==> src/sv/stlk_pkg.sv <==
// Shared types, codes and constants of the session table with login lockout.
`default_nettype none

package stlk_pkg;

   // Slot count of the session table and its supported range.
   localparam int SESSION_SLOTS_DEFAULT = 2;
   localparam int SESSION_SLOTS_MAX     = 8;

   // Password length window, failure limit and register reset values.
   localparam logic [6:0]  MIN_PASSWORD        = 7'd10;
   localparam logic [6:0]  MAX_PASSWORD        = 7'd64;
   localparam logic [2:0]  FAIL_LIMIT          = 3'd5;
   localparam logic [31:0] LOCK_DURATION_RESET = 32'd60000;
   localparam logic [31:0] IDLE_LIMIT_RESET    = 32'd900000;

   // Command kinds carried by an input item.
   localparam logic [2:0] KIND_LOGIN    = 3'd0;
   localparam logic [2:0] KIND_VALIDATE = 3'd1;
   localparam logic [2:0] KIND_WRITE    = 3'd2;
   localparam logic [2:0] KIND_LOGOUT   = 3'd3;
   localparam logic [2:0] KIND_CLEAR    = 3'd4;

   // Configuration register port.
   localparam int CSR_INDEX_W = 2;
   localparam int CSR_DATA_W  = 32;
   localparam logic [CSR_INDEX_W-1:0] CSR_ADMIN_PRESENT = 2'd0;
   localparam logic [CSR_INDEX_W-1:0] CSR_LOCK_DURATION = 2'd1;
   localparam logic [CSR_INDEX_W-1:0] CSR_IDLE_LIMIT    = 2'd2;

   typedef enum logic [2:0] {
      ST_OK       = 3'd0,
      ST_REQUIRED = 3'd1,
      ST_INVALID  = 3'd2,
      ST_RATE     = 3'd3,
      ST_FAILED   = 3'd4,
      ST_EXPIRED  = 3'd5
   } status_type;

   typedef struct packed {
      logic [2:0]  kind;
      logic [31:0] now_ms;
      logic [6:0]  password_length;
      logic        password_matches;
      logic [63:0] token_high;
      logic [63:0] token_low;
      logic        token_well_formed;
      logic [2:0]  slot_index;
   } req_payload_type;

   typedef struct packed {
      logic [2:0]  status;
      logic [2:0]  matched_slot;
      logic [63:0] issued_token_high;
      logic [63:0] issued_token_low;
   } rsp_payload_type;

   // Commands from the sequencer to the datapath.
   typedef struct packed {
      logic       capture;
      logic       login_upd;
      logic       wipe;
      logic       scan_clear;
      logic       scan_step;
      logic       best_upd;
      logic       tgt_free;
      logic       tgt_best;
      logic       tgt_ptr;
      logic       tgt_slot;
      logic       deactivate;
      logic       commit;
      logic       rk_start;
      logic       rk_load;
      logic       rk_cmp;
      logic       rk_skip;
      logic       rk_fin;
      logic       res_set;
      status_type res_status;
      logic       res_full;
      logic       out_load;
   } dp_cmd_type;

   // Status from the datapath to the sequencer.
   typedef struct packed {
      logic [2:0] kind;
      logic       login_ok;
      status_type login_status;
      logic       well;
      logic       write_ok;
      logic       free_any;
      logic       ptr_last;
      logic       hit;
      logic       idle_expired;
      logic       wrap;
      logic       outer_active;
      logic       outer_last;
   } dp_stat_type;

endpackage

`default_nettype wire

==> src/sv/stlk_datapath.sv <==
// Datapath: session entries, lockout state, configuration, slot scan and result registers.
`default_nettype none

module stlk_datapath #(
   parameter int SESSION_SLOTS = stlk_pkg::SESSION_SLOTS_DEFAULT
) (
   input  logic                                clock,
   input  logic                                reset,
   input  stlk_pkg::req_payload_type           req_payload,
   input  logic                                csr_write_enable,
   input  logic [stlk_pkg::CSR_INDEX_W-1:0]    csr_index,
   input  logic [stlk_pkg::CSR_DATA_W-1:0]     csr_write_data,
   input  stlk_pkg::dp_cmd_type                cmd,
   output stlk_pkg::dp_stat_type               stat,
   output stlk_pkg::rsp_payload_type           rsp_payload
);
   import stlk_pkg::*;

   localparam int IDX_W = (SESSION_SLOTS > 1) ? $clog2(SESSION_SLOTS) : 1;
   localparam int CNT_W = $clog2(SESSION_SLOTS + 1);
   localparam logic [IDX_W-1:0] LAST_IDX = IDX_W'(SESSION_SLOTS - 1);

   // Configuration registers.
   logic        admin_ff;
   logic [31:0] lock_dur_ff;
   logic [31:0] idle_limit_ff;

   // Captured item.
   req_payload_type req_ff;

   // Session entries.
   logic [SESSION_SLOTS-1:0] entry_active_ff;
   logic [63:0]              entry_token_upper_ff [SESSION_SLOTS];
   logic [63:0]              entry_token_lower_ff [SESSION_SLOTS];
   logic [31:0]              entry_last_write_ff  [SESSION_SLOTS];
   logic [31:0]              entry_recency_ff     [SESSION_SLOTS];

   // Recency serial and lockout state.
   logic [31:0] recency_counter_ff;
   logic [2:0]  failure_count_ff;
   logic        locked_ff;
   logic [31:0] locked_since_ff;

   // Scan pointers and working registers.
   logic [IDX_W-1:0] ptr_ff;
   logic [IDX_W-1:0] outer_ff;
   logic [IDX_W-1:0] tgt_ff;
   logic [IDX_W-1:0] best_idx_ff;
   logic [31:0]      best_val_ff;
   logic [31:0]      cur_ff;
   logic [CNT_W-1:0] acc_ff;
   logic [CNT_W-1:0] rank_ff [SESSION_SLOTS];

   // Pending result and output register.
   status_type      res_status_ff;
   logic [2:0]      res_slot_ff;
   logic [63:0]     res_thi_ff;
   logic [63:0]     res_tlo_ff;
   rsp_payload_type rsp_payload_ff;

   logic [IDX_W-1:0] rd_idx;
   logic [31:0]      rec_rd;
   logic             tok_hit;
   logic             free_any;
   logic [IDX_W-1:0] free_idx;
   logic [31:0]      lock_elapsed;
   logic             lock_expired;
   logic             blocked;
   logic             len_ok;
   logic [2:0]       fail_base;
   logic [2:0]       fail_next;
   logic             lock_trip;
   logic             login_proceed;
   status_type       login_status;
   logic [31:0]      idle_elapsed;
   logic             idle_expired;
   logic             slot_in_range;
   logic             write_ok;
   logic             best_take;
   logic [IDX_W-1:0] best_idx_next;
   logic             rk_less;
   logic [CNT_W-1:0] acc_next;
   logic [31:0]      serial_next;
   logic             is_login;
   logic             is_validate;
   logic             is_write;
   logic             ptr_last;
   logic             outer_last;

   assign rd_idx = cmd.rk_load ? outer_ff : ptr_ff;
   assign rec_rd = entry_recency_ff[rd_idx];

   assign ptr_last   = (ptr_ff == LAST_IDX);
   assign outer_last = (outer_ff == LAST_IDX);

   assign is_login    = (req_ff.kind == KIND_LOGIN);
   assign is_validate = (req_ff.kind == KIND_VALIDATE);
   assign is_write    = (req_ff.kind == KIND_WRITE);

   assign tok_hit = entry_active_ff[ptr_ff]
                    && (entry_token_upper_ff[ptr_ff] == req_ff.token_high)
                    && (entry_token_lower_ff[ptr_ff] == req_ff.token_low);

   // Lowest inactive slot.
   always_comb begin
      free_any = 1'b0;
      free_idx = '0;
      for (int i = SESSION_SLOTS - 1; i >= 0; i--) begin
         if (!entry_active_ff[i]) begin
            free_any = 1'b1;
            free_idx = IDX_W'(i);
         end
      end
   end

   // Login checks and lockout bookkeeping.
   assign lock_elapsed  = req_ff.now_ms - locked_since_ff;
   assign lock_expired  = locked_ff && (lock_elapsed >= lock_dur_ff);
   assign blocked       = locked_ff && !lock_expired;
   assign len_ok        = (req_ff.password_length >= MIN_PASSWORD)
                          && (req_ff.password_length <= MAX_PASSWORD);
   assign fail_base     = lock_expired ? 3'd0 : failure_count_ff;
   assign fail_next     = fail_base + 3'd1;
   assign lock_trip     = (fail_next >= FAIL_LIMIT);
   assign login_proceed = admin_ff && len_ok && !blocked;

   always_comb begin
      if (!admin_ff) begin
         login_status = ST_REQUIRED;
      end else if (!len_ok) begin
         login_status = ST_INVALID;
      end else if (blocked) begin
         login_status = ST_RATE;
      end else if (!req_ff.password_matches) begin
         login_status = lock_trip ? ST_RATE : ST_FAILED;
      end else begin
         login_status = ST_OK;
      end
   end

   assign idle_elapsed = req_ff.now_ms - entry_last_write_ff[tgt_ff];
   assign idle_expired = (idle_elapsed >= idle_limit_ff);

   assign slot_in_range = ({1'b0, req_ff.slot_index} < 4'(SESSION_SLOTS));
   assign write_ok      = slot_in_range && entry_active_ff[req_ff.slot_index[IDX_W-1:0]];

   // Least recently used search, ties to the lower slot.
   assign best_take     = (ptr_ff == '0) || (rec_rd < best_val_ff);
   assign best_idx_next = best_take ? ptr_ff : best_idx_ff;

   // Rank of the entry under the outer pointer among the active entries.
   assign rk_less  = entry_active_ff[ptr_ff]
                     && ((rec_rd < cur_ff) || ((rec_rd == cur_ff) && (ptr_ff < outer_ff)));
   assign acc_next = acc_ff + CNT_W'(rk_less);

   assign serial_next = recency_counter_ff + 32'd1;

   always_comb begin
      stat              = '0;
      stat.kind         = req_ff.kind;
      stat.login_ok     = (login_status == ST_OK);
      stat.login_status = login_status;
      stat.well         = req_ff.token_well_formed;
      stat.write_ok     = write_ok;
      stat.free_any     = free_any;
      stat.ptr_last     = ptr_last;
      stat.hit          = tok_hit;
      stat.idle_expired = idle_expired;
      stat.wrap         = (recency_counter_ff == '1);
      stat.outer_active = entry_active_ff[outer_ff];
      stat.outer_last   = outer_last;
   end

   // Control state: configuration, lockout, serial counter and active bits.
   always_ff @(posedge clock) begin
      if (reset) begin
         admin_ff           <= 1'b0;
         lock_dur_ff        <= LOCK_DURATION_RESET;
         idle_limit_ff      <= IDLE_LIMIT_RESET;
         failure_count_ff   <= '0;
         locked_ff          <= 1'b0;
         locked_since_ff    <= '0;
         recency_counter_ff <= '0;
         entry_active_ff    <= '0;
      end else begin
         if (csr_write_enable) begin
            case (csr_index)
               CSR_ADMIN_PRESENT: admin_ff      <= csr_write_data[0];
               CSR_LOCK_DURATION: lock_dur_ff   <= csr_write_data;
               CSR_IDLE_LIMIT:    idle_limit_ff <= csr_write_data;
               default: ;
            endcase
         end
         if (cmd.login_upd && login_proceed) begin
            if (lock_expired) begin
               locked_ff <= 1'b0;
            end
            if (req_ff.password_matches) begin
               failure_count_ff <= '0;
            end else begin
               failure_count_ff <= fail_next;
               if (lock_trip) begin
                  locked_ff       <= 1'b1;
                  locked_since_ff <= req_ff.now_ms;
               end
            end
         end
         if (cmd.commit) begin
            recency_counter_ff <= serial_next;
         end else if (cmd.rk_fin) begin
            recency_counter_ff <= 32'($countones(entry_active_ff));
         end
         if (cmd.wipe) begin
            entry_active_ff <= '0;
         end else if (cmd.deactivate) begin
            entry_active_ff[tgt_ff] <= 1'b0;
         end else if (cmd.commit && is_login) begin
            entry_active_ff[tgt_ff] <= 1'b1;
         end
      end
   end

   // Entry payloads.
   always_ff @(posedge clock) begin
      if (cmd.commit) begin
         entry_recency_ff[tgt_ff] <= serial_next;
         if (is_login) begin
            entry_token_upper_ff[tgt_ff] <= req_ff.token_high;
            entry_token_lower_ff[tgt_ff] <= req_ff.token_low;
            entry_last_write_ff[tgt_ff]  <= req_ff.now_ms;
         end else if (is_write) begin
            entry_last_write_ff[tgt_ff]  <= req_ff.now_ms;
         end
      end else if (cmd.rk_fin) begin
         for (int i = 0; i < SESSION_SLOTS; i++) begin
            if (entry_active_ff[i]) begin
               entry_recency_ff[i] <= 32'(rank_ff[i]);
            end
         end
      end
   end

   // Scan pointers, search and ranking registers.
   always_ff @(posedge clock) begin
      if (cmd.capture) begin
         req_ff <= req_payload;
      end

      if (cmd.scan_clear || cmd.rk_load) begin
         ptr_ff <= '0;
      end else if ((cmd.scan_step || cmd.rk_cmp) && !ptr_last) begin
         ptr_ff <= ptr_ff + 1'b1;
      end

      if (cmd.rk_start) begin
         outer_ff <= '0;
      end else if ((cmd.rk_skip || (cmd.rk_cmp && ptr_last)) && !outer_last) begin
         outer_ff <= outer_ff + 1'b1;
      end

      if (cmd.rk_load) begin
         cur_ff <= rec_rd;
         acc_ff <= CNT_W'(1);
      end else if (cmd.rk_cmp) begin
         acc_ff <= acc_next;
         if (ptr_last) begin
            rank_ff[outer_ff] <= acc_next;
         end
      end

      if (cmd.best_upd && best_take) begin
         best_val_ff <= rec_rd;
         best_idx_ff <= ptr_ff;
      end

      if (cmd.tgt_free) begin
         tgt_ff <= free_idx;
      end else if (cmd.tgt_best) begin
         tgt_ff <= best_idx_next;
      end else if (cmd.tgt_ptr) begin
         tgt_ff <= ptr_ff;
      end else if (cmd.tgt_slot) begin
         tgt_ff <= req_ff.slot_index[IDX_W-1:0];
      end
   end

   // Pending result and output register.
   always_ff @(posedge clock) begin
      if (cmd.res_set) begin
         res_status_ff <= cmd.res_status;
         if (cmd.res_full && (is_login || is_validate)) begin
            res_slot_ff <= 3'(tgt_ff);
         end else begin
            res_slot_ff <= 3'd0;
         end
         if (cmd.res_full && is_login) begin
            res_thi_ff <= req_ff.token_high;
            res_tlo_ff <= req_ff.token_low;
         end else begin
            res_thi_ff <= '0;
            res_tlo_ff <= '0;
         end
      end
      if (cmd.out_load) begin
         rsp_payload_ff.status            <= 3'(res_status_ff);
         rsp_payload_ff.matched_slot      <= res_slot_ff;
         rsp_payload_ff.issued_token_high <= res_thi_ff;
         rsp_payload_ff.issued_token_low  <= res_tlo_ff;
      end
   end

   assign rsp_payload = rsp_payload_ff;

endmodule

`default_nettype wire

==> src/sv/stlk_ctrl.sv <==
// Sequencer: steps one command item through decode, slot scans, re-ranking and result hand-off.
`default_nettype none

module stlk_ctrl (
   input  logic                   clock,
   input  logic                   reset,
   input  logic                   req_valid,
   output logic                   req_ready,
   output logic                   rsp_valid,
   input  logic                   rsp_ready,
   input  stlk_pkg::dp_stat_type  stat,
   output stlk_pkg::dp_cmd_type   cmd
);
   import stlk_pkg::*;

   typedef enum logic [3:0] {
      S_IDLE,
      S_DECODE,
      S_LRU,
      S_FIND,
      S_FOUND,
      S_COMMIT,
      S_RK_LOAD,
      S_RK_CMP,
      S_RK_FIN,
      S_DONE
   } state_type;

   state_type state_ff;
   state_type state_in;
   logic      rsp_valid_ff;
   logic      rsp_valid_in;

   assign req_ready = (state_ff == S_IDLE);
   assign rsp_valid = rsp_valid_ff;

   always_comb begin
      state_in     = state_ff;
      cmd          = '0;
      rsp_valid_in = rsp_valid_ff && !rsp_ready;
      case (state_ff)
         S_IDLE: begin
            if (req_valid) begin
               cmd.capture = 1'b1;
               state_in    = S_DECODE;
            end
         end
         S_DECODE: begin
            case (stat.kind)
               KIND_LOGIN: begin
                  cmd.login_upd = 1'b1;
                  if (stat.login_ok) begin
                     if (stat.free_any) begin
                        cmd.tgt_free = 1'b1;
                        state_in     = S_COMMIT;
                     end else begin
                        cmd.scan_clear = 1'b1;
                        state_in       = S_LRU;
                     end
                  end else begin
                     cmd.res_set    = 1'b1;
                     cmd.res_status = stat.login_status;
                     state_in       = S_DONE;
                  end
               end
               KIND_VALIDATE, KIND_LOGOUT: begin
                  if (stat.well) begin
                     cmd.scan_clear = 1'b1;
                     state_in       = S_FIND;
                  end else begin
                     cmd.res_set    = 1'b1;
                     cmd.res_status = ST_REQUIRED;
                     state_in       = S_DONE;
                  end
               end
               KIND_WRITE: begin
                  if (stat.write_ok) begin
                     cmd.tgt_slot = 1'b1;
                     state_in     = S_COMMIT;
                  end else begin
                     cmd.res_set    = 1'b1;
                     cmd.res_status = ST_OK;
                     state_in       = S_DONE;
                  end
               end
               KIND_CLEAR: begin
                  cmd.wipe       = 1'b1;
                  cmd.res_set    = 1'b1;
                  cmd.res_status = ST_OK;
                  state_in       = S_DONE;
               end
               default: begin
                  cmd.res_set    = 1'b1;
                  cmd.res_status = ST_REQUIRED;
                  state_in       = S_DONE;
               end
            endcase
         end
         S_LRU: begin
            cmd.best_upd = 1'b1;
            if (stat.ptr_last) begin
               cmd.tgt_best = 1'b1;
               state_in     = S_COMMIT;
            end else begin
               cmd.scan_step = 1'b1;
            end
         end
         S_FIND: begin
            if (stat.hit) begin
               cmd.tgt_ptr = 1'b1;
               state_in    = S_FOUND;
            end else if (stat.ptr_last) begin
               cmd.res_set    = 1'b1;
               cmd.res_status = ST_REQUIRED;
               state_in       = S_DONE;
            end else begin
               cmd.scan_step = 1'b1;
            end
         end
         S_FOUND: begin
            if (stat.kind == KIND_LOGOUT) begin
               cmd.deactivate = 1'b1;
               cmd.res_set    = 1'b1;
               cmd.res_status = ST_OK;
               state_in       = S_DONE;
            end else if (stat.idle_expired) begin
               cmd.deactivate = 1'b1;
               cmd.res_set    = 1'b1;
               cmd.res_status = ST_EXPIRED;
               state_in       = S_DONE;
            end else begin
               state_in = S_COMMIT;
            end
         end
         S_COMMIT: begin
            if (stat.wrap) begin
               cmd.rk_start = 1'b1;
               state_in     = S_RK_LOAD;
            end else begin
               cmd.commit     = 1'b1;
               cmd.res_set    = 1'b1;
               cmd.res_status = ST_OK;
               cmd.res_full   = 1'b1;
               state_in       = S_DONE;
            end
         end
         S_RK_LOAD: begin
            if (stat.outer_active) begin
               cmd.rk_load = 1'b1;
               state_in    = S_RK_CMP;
            end else if (stat.outer_last) begin
               state_in = S_RK_FIN;
            end else begin
               cmd.rk_skip = 1'b1;
            end
         end
         S_RK_CMP: begin
            cmd.rk_cmp = 1'b1;
            if (stat.ptr_last) begin
               state_in = stat.outer_last ? S_RK_FIN : S_RK_LOAD;
            end
         end
         S_RK_FIN: begin
            cmd.rk_fin = 1'b1;
            state_in   = S_COMMIT;
         end
         S_DONE: begin
            if (!rsp_valid_ff || rsp_ready) begin
               cmd.out_load = 1'b1;
               rsp_valid_in = 1'b1;
               state_in     = S_IDLE;
            end
         end
         default: begin
            state_in = S_IDLE;
         end
      endcase
   end

   always_ff @(posedge clock) begin
      if (reset) begin
         state_ff     <= S_IDLE;
         rsp_valid_ff <= 1'b0;
      end else begin
         state_ff     <= state_in;
         rsp_valid_ff <= rsp_valid_in;
      end
   end

endmodule

`default_nettype wire

==> src/sv/session_table_with_login_lockout.sv <==
// Top level of the login session table with failed-login lockout.
`default_nettype none

// The block keeps SESSION_SLOTS login sessions, each with a 128-bit token, the time of
// its last write and a recency serial, plus a failed-login counter that locks login for
// lock_duration_ms after five failures in a row. Each request item carries one command
// (login, validate, record write, logout or clear) and yields exactly one result item.
// Items are handled one at a time by a sequencer that walks a slot pointer over the
// table, with an outer pointer too while re-ranking, so the work for an item depends
// on the command and the slot count N. Clear, unknown commands, rejected logins,
// record writes to an inactive or out-of-range slot, and validate or logout with a
// malformed token are answered from the decode step. A login into a free slot and a
// record write to a live slot go from decode straight to the commit step. A login
// that must evict the least recently used slot first scans all N slots. Validate and
// logout scan the slots up to and including the match, or all N when the token is not
// found; a logout or an expired session is then answered, and a refreshed session goes
// on to the commit step. When the 32-bit recency serial is exhausted, the active
// entries are re-ranked, each against every slot, before the serial is taken. A new
// item is accepted as soon as the previous result has moved into the output register,
// even if the consumer has not yet taken it. Configuration registers (0: admin_present,
// 1: lock_duration_ms, 2: idle_limit_ms) are written through the csr port and must only
// change while the block is idle. Reset is synchronous and needs no clearing pass: all
// sessions start inactive.

module session_table_with_login_lockout #(
   parameter int SESSION_SLOTS = stlk_pkg::SESSION_SLOTS_DEFAULT
) (
   input  logic                               clock,
   input  logic                               reset,

   input  logic                               req_valid,
   output logic                               req_ready,
   input  stlk_pkg::req_payload_type          req_payload,

   output logic                               rsp_valid,
   input  logic                               rsp_ready,
   output stlk_pkg::rsp_payload_type          rsp_payload,

   input  logic                               csr_write_enable,
   input  logic [stlk_pkg::CSR_INDEX_W-1:0]   csr_index,
   input  logic [stlk_pkg::CSR_DATA_W-1:0]    csr_write_data
);
   import stlk_pkg::*;

   // Command and status groups between the sequencer and the datapath.
   dp_cmd_type  dp_cmd;
   dp_stat_type dp_stat;

   // The sequencer owns the handshake and the state of the current item.
   stlk_ctrl u_ctrl (
      .clock     (clock),
      .reset     (reset),
      .req_valid (req_valid),
      .req_ready (req_ready),
      .rsp_valid (rsp_valid),
      .rsp_ready (rsp_ready),
      .stat      (dp_stat),
      .cmd       (dp_cmd)
   );

   // The datapath holds the session entries, lockout state, configuration registers
   // and the output register that carries the result item.
   stlk_datapath #(
      .SESSION_SLOTS (SESSION_SLOTS)
   ) u_datapath (
      .clock            (clock),
      .reset            (reset),
      .req_payload      (req_payload),
      .csr_write_enable (csr_write_enable),
      .csr_index        (csr_index),
      .csr_write_data   (csr_write_data),
      .cmd              (dp_cmd),
      .stat             (dp_stat),
      .rsp_payload      (rsp_payload)
   );

endmodule

`default_nettype wire

==> config.mk <==
export PLATFORM = sky130hd
export DESIGN_NAME = session_table_with_login_lockout
export DESIGN_NICKNAME = d
export VERILOG_FILES = /design/src/sv/stlk_pkg.sv /design/src/sv/stlk_datapath.sv /design/src/sv/stlk_ctrl.sv /design/src/sv/session_table_with_login_lockout.sv
export SDC_FILE = /design/constraint.sdc
export NUM_CORES = 1
export LEC_CHECK = 0
export BUFFER_PORTS_ARGS = -buffer_cell sky130_fd_sc_hd__buf_4
export CORE_MARGIN = 2
export CORE_UTILIZATION = 40
export CTS_CLUSTER_DIAMETER = 80
export DETAILED_ROUTE_END_ITERATION = 8
export SYNTH_ARGS = -nofsm -noshare
export SYNTH_HDL_FRONTEND = slang
export SYNTH_SLANG_ARGS = --single-unit
==> constraint.sdc <==
create_clock -name clock -period 12.9 [get_ports clock]
set_clock_uncertainty 0.1 [all_clocks]
set_input_delay 1.29 -clock clock [delete_from_list [all_inputs] [get_ports clock]]
set_output_delay 1.29 -clock clock [all_outputs]
set_load 0.005 [all_outputs]
### Word-level counts from Yosys, hierarchy flattened

Memories as Yosys holds them, arrays and structs flattened. A register that Yosys moved wholly into a read port is not among the register bits.
Index checks and enable logic that the tools add are counted.

| word-level totals | value |
|---|---|
| register bits | 653 |
| latch bits | 0 |
| RAM bits | 388 |
| memory bits (read-only) | 0 |
| output and inout bits | 136 |
| memories | 5 |

| operators by class | value |
|---|---|
| add/sub/neg operators | 8 |
| multipliers | 0 |
| div/mod/pow operators | 0 |
| $lt $le $gt $ge | 14 |
| equal/unequal tests | 25 |
| shift-type cells | 0 |
| muxes and demuxes | 129 |
| bitwise operators | 6 |
| reduce and logical (&&, ||, !) cells | 48 |

Memory list:

| memory | depth | bits a word | read ports | clocked after Yosys merged registers in | write ports | line | source |
|---|---|---|---|---|---|---|---|
| u_datapath.entry_token_lower_ff | 2 | 64 | 1 | 1 | 1 | stlk_datapath.sv:34 | `logic [63:0] entry_token_lower_ff [SESSION_SLOTS];` |
| u_datapath.entry_token_upper_ff | 2 | 64 | 1 | 1 | 1 | stlk_datapath.sv:33 | `logic [63:0] entry_token_upper_ff [SESSION_SLOTS];` |
| u_datapath.entry_last_write_ff | 2 | 32 | 1 | 1 | 1 | stlk_datapath.sv:35 | `logic [31:0] entry_last_write_ff [SESSION_SLOTS];` |
| u_datapath.entry_recency_ff | 2 | 32 | 1 | 0 | 2 | stlk_datapath.sv:36 | `logic [31:0] entry_recency_ff [SESSION_SLOTS];` |
| u_datapath.rank_ff | 2 | 2 | 2 | 0 | 1 | stlk_datapath.sv:52 | `logic [CNT_W-1:0] rank_ff [SESSION_SLOTS];` |

Operators with widths:

| kind | number |
|---|---|
| equality test 64 bit | 2 |
| two-way mux 32 bit | 4 |
| two-way mux 4 bit | 22 |
| two-way mux 1 bit | 83 |
| greater-or-equal comparator 32 bit | 2 |
| less-than comparator 32 bit | 2 |
| subtractor 32 bit | 2 |
| case mux 4 bit (10 select lines) | 1 |
| adder 32 x 1 -> 32 bit, second input constant | 1 |
| equality test 32 bit | 1 |
| equality test 32 bit, second input constant | 1 |
| case mux 4 bit (4 select lines) | 2 |
| OR reduction 32 bit | 1 |
| two-way mux 3 bit | 9 |
| logical AND 1 bit | 20 |
| equality test 4 x 3 -> 1 bit, second input constant | 4 |
| case mux 4 bit (3 select lines) | 1 |
| equality test 4 x 2 -> 1 bit, second input constant | 2 |
| equality test 4 bit, second input constant | 2 |
| less-than comparator 1 x 2 -> 1 bit, second input constant | 4 |
| greater-or-equal comparator 7 x 4 -> 1 bit, second input constant | 1 |
| less-or-equal comparator 7 bit, second input constant | 1 |
| logical OR 1 bit | 7 |
| equality test 3 x 2 -> 1 bit, second input constant | 2 |
| other kinds (36) | 53 |

### Depth between registers and ports, before layout

Gate-level depths: netlist of the first run.

| logic depth | value |
|---|---|
| depth after elaboration | 17 |
| gate-level depth with buffers | 31 |

### By module

A second synthesis of the first run with hierarchy kept.

| second synthesis, totals | value |
|---|---|
| cells, all modules | 3372 |
| area, all modules | 44803.0 um^2 |

By module, submodules not included:

| module | instances | cells an instance | area an instance (um^2) | seq. area each (um^2) |
|---|---|---|---|---|
| stlk_datapath | 1 | 3268 | 44041.0 | 29037.8 |
| stlk_ctrl | 1 | 104 | 762.0 | 100.1 |

### Worst setup path after synthesis of the first run

OpenSTA, ideal clock, no wires.

| path | value |
|---|---|
| kind | flip-flop to flip-flop |
| start point | register u_datapath.req_ff[140] (netlist bit) |
| end point | register u_datapath.res_slot_ff[0] (enable) |
| library setup time | 1.146 ns |
| arrival | 6.961 ns |
| required time | 11.654 ns |
| path slack | 4.693 ns |
| stages on the path, launching flop included | 25 |
| path buffers | 0 |
| clock period less this slack | 8.207 ns |
| cells stage by stage | edfxtp_1 -> inv_1 -> ha_1 -> inv_1 -> fa_1 -> a21oi_1 -> o22ai_1 -> nor4_1 -> o31ai_1 -> a31o_2 -> a41o_1 -> o41ai_1 -> o21ai_0 -> a21oi_1 -> xnor2_1 -> ha_1 -> nand4_1 -> nor3_1 -> nand3_1 -> a221oi_1 -> a21oi_2 -> a211oi_1 -> a31oi_1 -> nor3_1 -> nand2b_1 |

RTL lines:

| item | line | source |
|---|---|---|
| start: declaration | stlk_datapath.sv:29 | `req_payload_type req_ff;` |
| start signal: assignment | stlk_datapath.sv:246 | `req_ff <= req_payload;` |
| end signal: assignment | stlk_datapath.sv:292 | `res_slot_ff <= 3'(tgt_ff);` |
| end: declaration | stlk_datapath.sv:56 | `logic [2:0] res_slot_ff;` |

==> flow_metrics.tcl, run 1 <==
set metrics [dict create \
    outcome "finished clean" \
    finalHoldViolCount 0 \
    syn_to_final_growth_pct 17.5 \
    synth.mux.area_fraction_pct 5.33 \
    grt_setup_unrepaired "no" \
    combPwrFrac_pct 21.7 \
    grt_usage_pct 18.5 \
    die_w_um 336 \
    grt_pass1_vias 26219 \
    cts_buffers 108 \
    yosysTopAreaCell "edfxtp_1" \
    antenna_found_initial 12 \
    seqCellArea_um2 29100 \
    synth.distinct_cells 78 \
    globalplace.congestion 0.864 \
    holdBufCountCts 0 \
    yosys_register_bits 1039 \
    synthesis.area_um2 44200 \
    wl_per_cell_um 20.3 \
    cts_setup_buffers 0 \
    holdCritPathClass "register to register" \
    p_switching_mw 3.02 \
    critical_path_arrival_ps 8170 \
    worst_r2r_path_depth 25 \
    drv_slew 0 \
    async_flop_share_pct 0 \
    ctsResizeCount 0 \
    critical-path-slowest-cell "buf_4" \
    dpl_worst_slack_ps 4970 \
    placeableCoreArea_um2 109000 \
    vias 26664 \
    multi_input_area_um2 13900 \
    min-delay-start "u_datapath.res_thi_ff[49]" \
    portBuffers 347 \
    p_seq_share_pct 48.0 \
    cp_max_fo 69 \
    syn_area_per_cell_um2 13.4 \
    io_pins 350 \
    synth_commonest_cells "edfxtp_1, dfxtp_1, mux2i_1" \
    min_period_ps 7970 \
    critical_path_depth 25 \
    avgViaCountPerCell 5.10 \
    worstSkewPairLatency_ps 720 \
    dr.pass1.iters 5 \
    die_h_um 336 \
    path_clk_slew_ps 60 \
    synth_edf_count 833 \
    final.setup.worst_slack_ps 4930 \
    cellPowerDensity_nw_per_um2 194 \
    setup_viol 0 \
    r2r-start "u_datapath.req_ff[140]" \
    grt_pass1_wl_mm 159 \
    drive_above_1_share_pct 15.9 \
    critPathRequiredTime_ps 13100 \
    synth_top_flop_cell "edfxtp_1" \
    min_to "u_datapath.rsp_payload[113]" \
    synth_compound_area_share_pct 7.83 \
    synth.most_common_cell "edfxtp_1" \
    syn_inst 3284 \
    synth.area.top_cells "edfxtp_1, dfxtp_1, ha_1" \
    fin_setup_tns_ps 0 \
    ant_nets 0 \
    relSlewSlack_pct 21.4 \
    nets 4068 \
    dp_hpwl_mm 73.5 \
    synth-xor-area-share_pct 3.21 \
    synth_fa_ha_area_share_pct 5.64 \
    cts_root_buffer "clkbuf_16" \
    critPathMaxStageDelay_ps 670 \
    synth_top_family_by_area "simple AND/OR/NAND/NOR gates" \
    drc 0 \
    synthSimpleGateAreaFrac_pct 9.18 \
    critPathKind "register to register" \
    htreeDepth 3 \
    cts.sinks 1039 \
    finalCritPeriodShare_pct 61.8 \
    ys_seq_area_share_pct 66.0 \
    worstSetupStartpointType "register" \
    power.internal_mw 7.03 \
    grt_start_max_net_pins 127 \
    path_buf_inv 3 \
    peakVddDrop_mv 0.166 \
    yosysWarnings 0 \
    drt-total-wl_mm 106 \
    max_freq_ghz 0.125 \
    worst_setup_path_end_kind "register" \
    p_leak_nw 19.5 \
    r2r_end "u_datapath.res_tlo_ff[12]" \
    p_clk_share_pct 30.3 \
    cts_buffer_depth 3 \
    synth_top_area_share_pct 56.6 \
    hold_depth 0 \
    whs_ps 274 \
    r2r_setup_slack_ps 4930 \
    tightest_slew_ps 1170 \
    start_util_pct 40.5 \
    rows 121 \
    maxCapViolations 0 \
    path_delay_family "compound AO/OA/AOI/OAI gates" \
    die-area_um2 113000 \
    grt_overflow 0 \
    nFillCells 9676 \
    cts_tree "done" \
    swShare_pct 30.1 \
    first_iter_violations 1738 \
]
-- per-layer routing --
| layer | share of wire [%] | wire length, um | vias to the layer above | global-route usage [%] |
|---|---|---|---|---|
| li1 | - | - | 12867 | - |
| met1 | 45 | 47400 | 12941 | 25.3 |
| met2 | 47 | 49400 | 684 | 30.0 |
| met3 | 6.1 | 6490 | 162 | 3.79 |
| met4 | 2.4 | 2520 | 10 | 4.94 |
| met5 | 0.056 | 59 | - | 0 |
-- kinds of logic (layout without fill, tap and decap cells) --
| logic type | count (synthesis) | count (layout) |
|---|---|---|
| xor+xnor | 162 | 162 |
| simple gates | 816 | 816 |
| other cells | 1 | 4 |
| buf+inv | 298 | 760 |
| compound gates | 539 | 539 |
| flops | 1039 | 1039 |
| fa+ha+maj | 198 | 198 |
| mux | 231 | 231 |
-- placed cells by master, fill, tap and decap left out, drive strengths merged, types with 35 or more instances in the layout --
cell	netlist	final
nor2	197	197
ha	196	196
clkinv	1	47
inv	185	186
a21oi	167	167
xnor2	127	127
and2	141	141
clkbuf	84	145
dfxtp	206	206
nand4	37	37
nand2	188	188
a21o	40	40
nand3	81	81
mux2i	198	198
o21ai	108	108
edfxtp	833	833
buf	28	373
xor2	35	35
-- sequential cells by signal (all words and copies together), names as in the netlist, 64 cells and up, named ones only --
| signal | count |
|---|---|
| u_datapath.entry_token_lower_ff | 128 |
| u_datapath.entry_last_write_ff | 64 |
| u_datapath.entry_token_upper_ff | 128 |
| u_datapath.entry_recency_ff | 64 |
| u_datapath.res_tlo_ff | 64 |
| u_datapath.rsp_payload | 132 |
| u_datapath.req_ff | 171 |
| u_datapath.res_thi_ff | 64 |
-- per-stage QoR --
step	cells	total power [mW]	instance area, um^2	utilization, %
after CTS	5223	10.2	51900	47.5
after global routing	5224	10.6	51900	47.5
final	5225	10.0	51900	47.5
after floorplan	3285	6.35	44200	-
after global placement	5022	7.06	48400	44.3
after detailed placement	5022	7.10	48400	44.3
-- area by class of cell --
cell class              count  area share (%)
flip-flops and latches   1039            56.2
repair buffers            373            5.42
clock inverters            56            1.03
diodes                      2         0.00964
inverters                 186            1.35
well taps                1476            3.56
multi-input cells        1948            26.7
clock buffers             145            5.73
-- power by group through the flow --
stage | Sequential, mW | Clock, mW | Combinational (mW)
after floorplan | 4.76 | 0 | 1.59
after global placement | 4.88 | 0 | 2.19
after detailed placement | 4.90 | 0 | 2.20
after CTS | 4.83 | 3.13 | 2.21
after global routing | 4.88 | 3.25 | 2.43
final | 4.82 | 3.05 | 2.18
-- how the worst max path moves through the flow --
stage	from	endpoint	slack (ps)
floorplan	u_datapath.req_ff[140]	u_datapath.res_slot_ff[0]	4690
global placement	u_datapath.req_ff[140]	u_datapath.res_tlo_ff[45]	5120
detailed placement	u_datapath.req_ff[140]	u_datapath.res_tlo_ff[45]	4970
CTS	u_datapath.req_ff[140]	u_datapath.res_thi_ff[63]	4940
global route	u_datapath.req_ff[140]	u_datapath.res_tlo_ff[42]	4140
finish	u_datapath.req_ff[140]	u_datapath.res_tlo_ff[12]	4930
(Power assumes the default switching activity.)
==> run 2, diff against run 1 <==
==> constraint.sdc (replaced) <==
create_clock -name clock -period 8.2 [get_ports clock]
set_clock_uncertainty 0.1 [all_clocks]
set_input_delay 0.82 -clock clock [delete_from_list [all_inputs] [get_ports clock]]
set_output_delay 0.82 -clock clock [all_outputs]
set_load 0.005 [all_outputs]
==> flow_metrics.tcl, run 2 (synthesis results as in run 1) <==
set metrics [dict create \
    instances_no_fill 5220 \
    final_cell_mix "edfxtp_1, buf_4, dfxtp_1" \
    max_flop_register "u_datapath.req_ff" \
    min_period_ps 7190 \
    cts_tree "done" \
    tightest_slew_ps 1130 \
    die_w_um 336 \
    setup_viol 0 \
    first_iter_violations 1786 \
    cp_max_fo 65 \
    avgViaCountPerCell 5.14 \
    fin_setup_tns_ps 0 \
    portBuffers 347 \
    worst_setup_path_end_kind "register" \
    multi_input_area_um2 13900 \
    p_leak_nw 19.5 \
    cts_setup_buffers 0 \
    nFillCells 9627 \
    syn_to_final_growth_pct 17.5 \
    placeableCoreArea_um2 109000 \
    max_freq_ghz 0.139 \
    maxCapViolations 0 \
    nets 4070 \
    die_h_um 336 \
    finalHoldViolCount 0 \
    critical-path-slowest-cell "a311oi_1" \
    post-place-cells 5026 \
    drc 0 \
    drt-total-wl_mm 106 \
    io_pins 350 \
    die-area_um2 113000 \
    cellPowerDensity_nw_per_um2 304 \
    globalplace.congestion 0.856 \
    grt_setup_unrepaired "no" \
    ctsResizeCount 0 \
    start_util_pct 40.5 \
    cts_root_buffer "clkbuf_16" \
    vias 26805 \
    path_cells "buf_4 > mux2i_1 > ha_1 > a2111oi_0 > nand3b_1 > a311oi_1 > o21ai_1 > a31oi_1 > a21oi_1 > o21a_1 > nor2_1 > xnor2_1 > ha_1 > a2111oi_0 > o21ai_0 > a221oi_1 > o211ai_1 > o21a_1 > nor3_1 > nand2b_4 > buf_12" \
    finalCritPeriodShare_pct 87.7 \
    dr.pass1.iters 5 \
    holdBufCountCts 0 \
    worstSkewPairLatency_ps 700 \
    hold_depth 1 \
    htreeDepth 3 \
    cts.sinks 1039 \
    seqCellArea_um2 29100 \
    drive_above_1_share_pct 15.8 \
    holdCritPathClass "input port to register" \
    critPathKind "register to register" \
    outcome "finished clean" \
    path_clk_slew_ps 60 \
    peakVddDrop_mv 0.300 \
    fin_total_pwr_mw 15.8 \
    min_to "u_datapath.stat[15]" \
    worst_r2r_path_depth 21 \
    grt_overflow 0 \
    cts_buffers 106 \
    r2r_end "u_datapath.res_thi_ff[14]" \
    critPathRequiredTime_ps 8480 \
    grt_pass1_wl_mm 158 \
    r2r_setup_slack_ps 1010 \
    ant_nets 0 \
    cts_buffer_depth 3 \
    grt_start_max_net_pins 133 \
    antenna_found_initial 8 \
    layout_commonest_cell "edfxtp_1" \
    grt_pass1_vias 26337 \
    relSlewSlack_pct 24.6 \
    min-delay-start "req_payload[174]" \
    dp_hpwl_mm 73.3 \
    critical_path_arrival_ps 7470 \
    worstSetupStartpointType "register" \
    wl_per_cell_um 20.3 \
    largest_reg_flops 171 \
    drv_slew 0 \
    grt_usage_pct 18.5 \
    rows 121 \
    critPathMaxStageDelay_ps 580 \
]
-- run 2: cell types whose count changed in the layout (fill, tap and decap cells not counted), moves of 2 or more --
cell / delta
clkinvlp_4: -3
clkinv_1: -3
inv_16: +2
clkinv_2: -9
bufinv_16: -2
clkbuf_8: +5
buf_4: -2
clkinv_16: -3
clkbuf_1: +3
buf_12: +6
-- run 2: worst max-delay path by stage --
stage | endpoint | slack, ps | cells after the start
2_1_floorplan | u_datapath.rsp_payload[0] | 690 | 2
3_3_place_gp | u_datapath.locked_since_ff[8] | 1360 | 29
3_5_place_dp | u_datapath.locked_since_ff[7] | 1180 | 29
4_1_cts | u_datapath.locked_since_ff[7] | 1120 | 29
5_1_grt | u_datapath.locked_since_ff[6] | 420 | 30
6_report | u_datapath.res_thi_ff[14] | 1010 | 21
-- run 2: stage by stage --
| stage | instance area (um^2) | util [%] | worst slack, ps | hold slack (ps) |
|---|---|---|---|---|
| final | 51900 | 47.5 | 1010 | 194 |
| after global routing | 51900 | 47.5 | 420 | 152 |
| after CTS | 51900 | 47.5 | 1120 | 145 |
| after detailed placement | 48500 | 44.4 | 1180 | 305 |
| after global placement | 48500 | 44.4 | 1360 | 301 |
| after floorplan | 44200 | - | 690 | 300 |
-- run 2: layout make-up --
type / instances / share of cell area, %
diodes: 2 / 0.00964
multi-input cells: 1948 / 26.7
clock inverters: 37 / 0.639
clock buffers: 155 / 5.94
flip-flops and latches: 1039 / 56.1
repair buffers: 377 / 5.62
well taps: 1476 / 3.56
inverters: 186 / 1.35
-- run 2: routing by layer --
layer,track usage (%),up-vias,share of wire (%)
met5,0,-,0.045
met1,25.2,12997,45
met3,3.06,150,5.6
met4,5.19,8,2.4
li1,-,12877,-
met2,30.3,773,47
-- run 2: worst max-delay path, delay by kind of cell (launching register included) --
| kind | cells | cell delay [ps] |
|---|---|---|
| AOI/OAI and AO/OA | 11 | 3780 |
| xor gates and xnor gates | 1 | 90 |
| adders and majority gates | 2 | 500 |
| buffers and inverters | 2 | 580 |
| DFF | 1 | 450 |
| muxes | 1 | 260 |
| and+or+nand+nor | 4 | 960 |
-- run 2: report_power, final --
part,switching [mW],total [mW],internal (mW)
logic,2.11,3.51,1.40
registers,0.599,7.56,6.96
clock network,2.00,4.70,2.70
total,4.71,15.8,11.1
==> run 3, diff against run 2 <==
--- a/config.mk
+++ b/config.mk
@@ -6,10 +6,13 @@
 export NUM_CORES = 1
 export LEC_CHECK = 0
 export BUFFER_PORTS_ARGS = -buffer_cell sky130_fd_sc_hd__buf_4
+export CELL_PAD_IN_SITES_DETAIL_PLACEMENT = 0
+export CELL_PAD_IN_SITES_GLOBAL_PLACEMENT = 1
 export CORE_MARGIN = 2
 export CORE_UTILIZATION = 40
 export CTS_CLUSTER_DIAMETER = 80
 export DETAILED_ROUTE_END_ITERATION = 8
+export PLACE_DENSITY_LB_ADDON = 0.1
 export SYNTH_ARGS = -nofsm -noshare
 export SYNTH_HDL_FRONTEND = slang
 export SYNTH_SLANG_ARGS = --single-unit
==> constraint.sdc (replaced) <==
create_clock -name clock -period 8.7 [get_ports clock]
set_clock_uncertainty 0.1 [all_clocks]
set_input_delay 0.87 -clock clock [delete_from_list [all_inputs] [get_ports clock]]
set_output_delay 0.87 -clock clock [all_outputs]
set_load 0.005 [all_outputs]
==> flow_metrics.tcl, run 3 (synthesis results as in run 1) <==
set metrics [dict create \
    fin_area_um2 52100 \
    grt_usage_pct 19.5 \
    final_cell_mix "edfxtp_1, buf_4, dfxtp_1" \
    peakVddDrop_mv 0.324 \
    critical_path_arrival_ps 8090 \
    ctsResizeCount 0 \
    multi_input_area_um2 13900 \
    cts_setup_buffers 0 \
    first_iter_violations 1844 \
    io_pins 350 \
    max_freq_ghz 0.131 \
    wl_per_cell_um 21.3 \
    holdCritPathClass "input port to register" \
    max_flop_register "u_datapath.req_ff" \
    holdBufCountCts 0 \
    path_clk_slew_ps 60 \
    htreeDepth 3 \
    layout_commonest_cell "edfxtp_1" \
    seqCellArea_um2 29100 \
    whs_ps 236 \
    nFillCells 9628 \
    cts_tree "done" \
    grt_overflow 0 \
    cellPowerDensity_nw_per_um2 290 \
    critPathKind "register to register" \
    worst_setup_path_end_kind "register" \
    rows 121 \
    die_h_um 336 \
    antenna_found_initial 9 \
    drc 0 \
    worstSetupStartpointType "register" \
    p_leak_nw 19.6 \
    tightest_slew_ps 1190 \
    grt_setup_unrepaired "no" \
    dpl_worst_slack_ps 1180 \
    finalHoldViolCount 0 \
    vias 26882 \
    cts.sinks 1039 \
    outcome "finished clean" \
    placeableCoreArea_um2 109000 \
    setup_viol 0 \
    globalplace.congestion 0.901 \
    die-area_um2 113000 \
    critical-path-slowest-cell "o41ai_1" \
    avgViaCountPerCell 5.13 \
    critPathRequiredTime_ps 9140 \
    cts_root_buffer "clkbuf_16" \
    cts_buffers 111 \
    grt_pass1_wl_mm 166 \
    dr.pass1.iters 8 \
    drt-total-wl_mm 111 \
    largest_reg_flops 171 \
    die_w_um 336 \
    drive_above_1_share_pct 16.2 \
    maxCapViolations 0 \
    nets 4075 \
    post-route-util_pct 47.7 \
    drv_slew 0 \
    cts_buffer_depth 3 \
    dp_hpwl_mm 78.7 \
    grt_pass1_vias 27064 \
    fin_setup_tns_ps 0 \
    start_util_pct 40.5 \
    syn_to_final_growth_pct 17.9 \
    cp_max_fo 19 \
    final.setup.worst_slack_ps 1050 \
    min_period_ps 7650 \
    portBuffers 347 \
    relSlewSlack_pct 20.2 \
    finalCritPeriodShare_pct 87.9 \
    postPlaceCellArea_um2 48400 \
    critPathMaxStageDelay_ps 620 \
    worstSkewPairLatency_ps 710 \
    grt_start_max_net_pins 157 \
    ant_nets 0 \
]
==> run 3: changes by cell type in the layout (fill, tap and decap cells not counted), moves of 2 or more <==
| cell | previous run | this run |
|---|---|---|
| bufinv_16 | 3 | 6 |
| clkinv_2 | 12 | 18 |
| clkinv_16 | 2 | 4 |
| clkbuf_16 | 112 | 114 |
| buf_4 | 370 | 374 |
| clkinv_4 | 1 | 5 |
| clkbuf_1 | 30 | 24 |
| inv_16 | 2 | 0 |
| clkinvlp_4 | 1 | 4 |
| clkbuf_8 | 12 | 8 |
| buf_12 | 7 | 3 |
| clkinv_1 | 16 | 23 |
==> run 3: path summary, 6_finish.rpt <==
path	slack, ps	startpoint	depth (start not counted)	end
setup / recovery	1050	u_datapath.req_ff[140]	29	u_datapath.locked_since_ff[0]
hold / removal	240	req_payload[31]	1	u_datapath.req_ff[31]
setup reg to reg	1050	u_datapath.req_ff[140]	29	u_datapath.locked_since_ff[0]
hold reg to reg	300	u_datapath.res_tlo_ff[30]	0	u_datapath.rsp_payload[30]
==> run 3: critical path: cells and delay by family, from the launching register on <==
kind | cells | cell delay, ps
buf+inv | 4 | 490
compound gates | 11 | 3130
xor+xnor | 1 | 90
fa+ha+maj | 4 | 1150
mux | 1 | 220
simple gates | 8 | 1840
flops | 1 | 430
==> run 3: report_power, final <==
part           total (mW)  switching, mW  internal [mW]
registers            7.15          0.586           6.57
clock network        4.63           1.98           2.66
logic                3.32           2.01           1.31
total                15.1           4.57           10.5
==> run 3: cell type report <==
type	instances	share of cell area, %
timing repair buffer	377	5.51
clock inverter	62	1.10
clock buffer	146	5.86
inverter	186	1.34
antenna	3	0.0144
tap	1476	3.55
sequential	1039	56.0
multi-input combinational	1948	26.6
==> run 3: metal layers <==
layer,track usage (%),share of wire [%],up-vias
li1,-,-,12884
met1,26.2,45,13206
met2,31.9,47,636
met3,4.09,5.6,148
met4,5.18,2.4,8
met5,0,0.046,-
==> run 3: metrics by stage <==
step                cells  total power [mW]
floorplan            3285              9.42
global route         5235              15.9
detailed placement   5026              10.6
global placement     5026              10.5
CTS                  5234              15.3
finish               5237              15.1
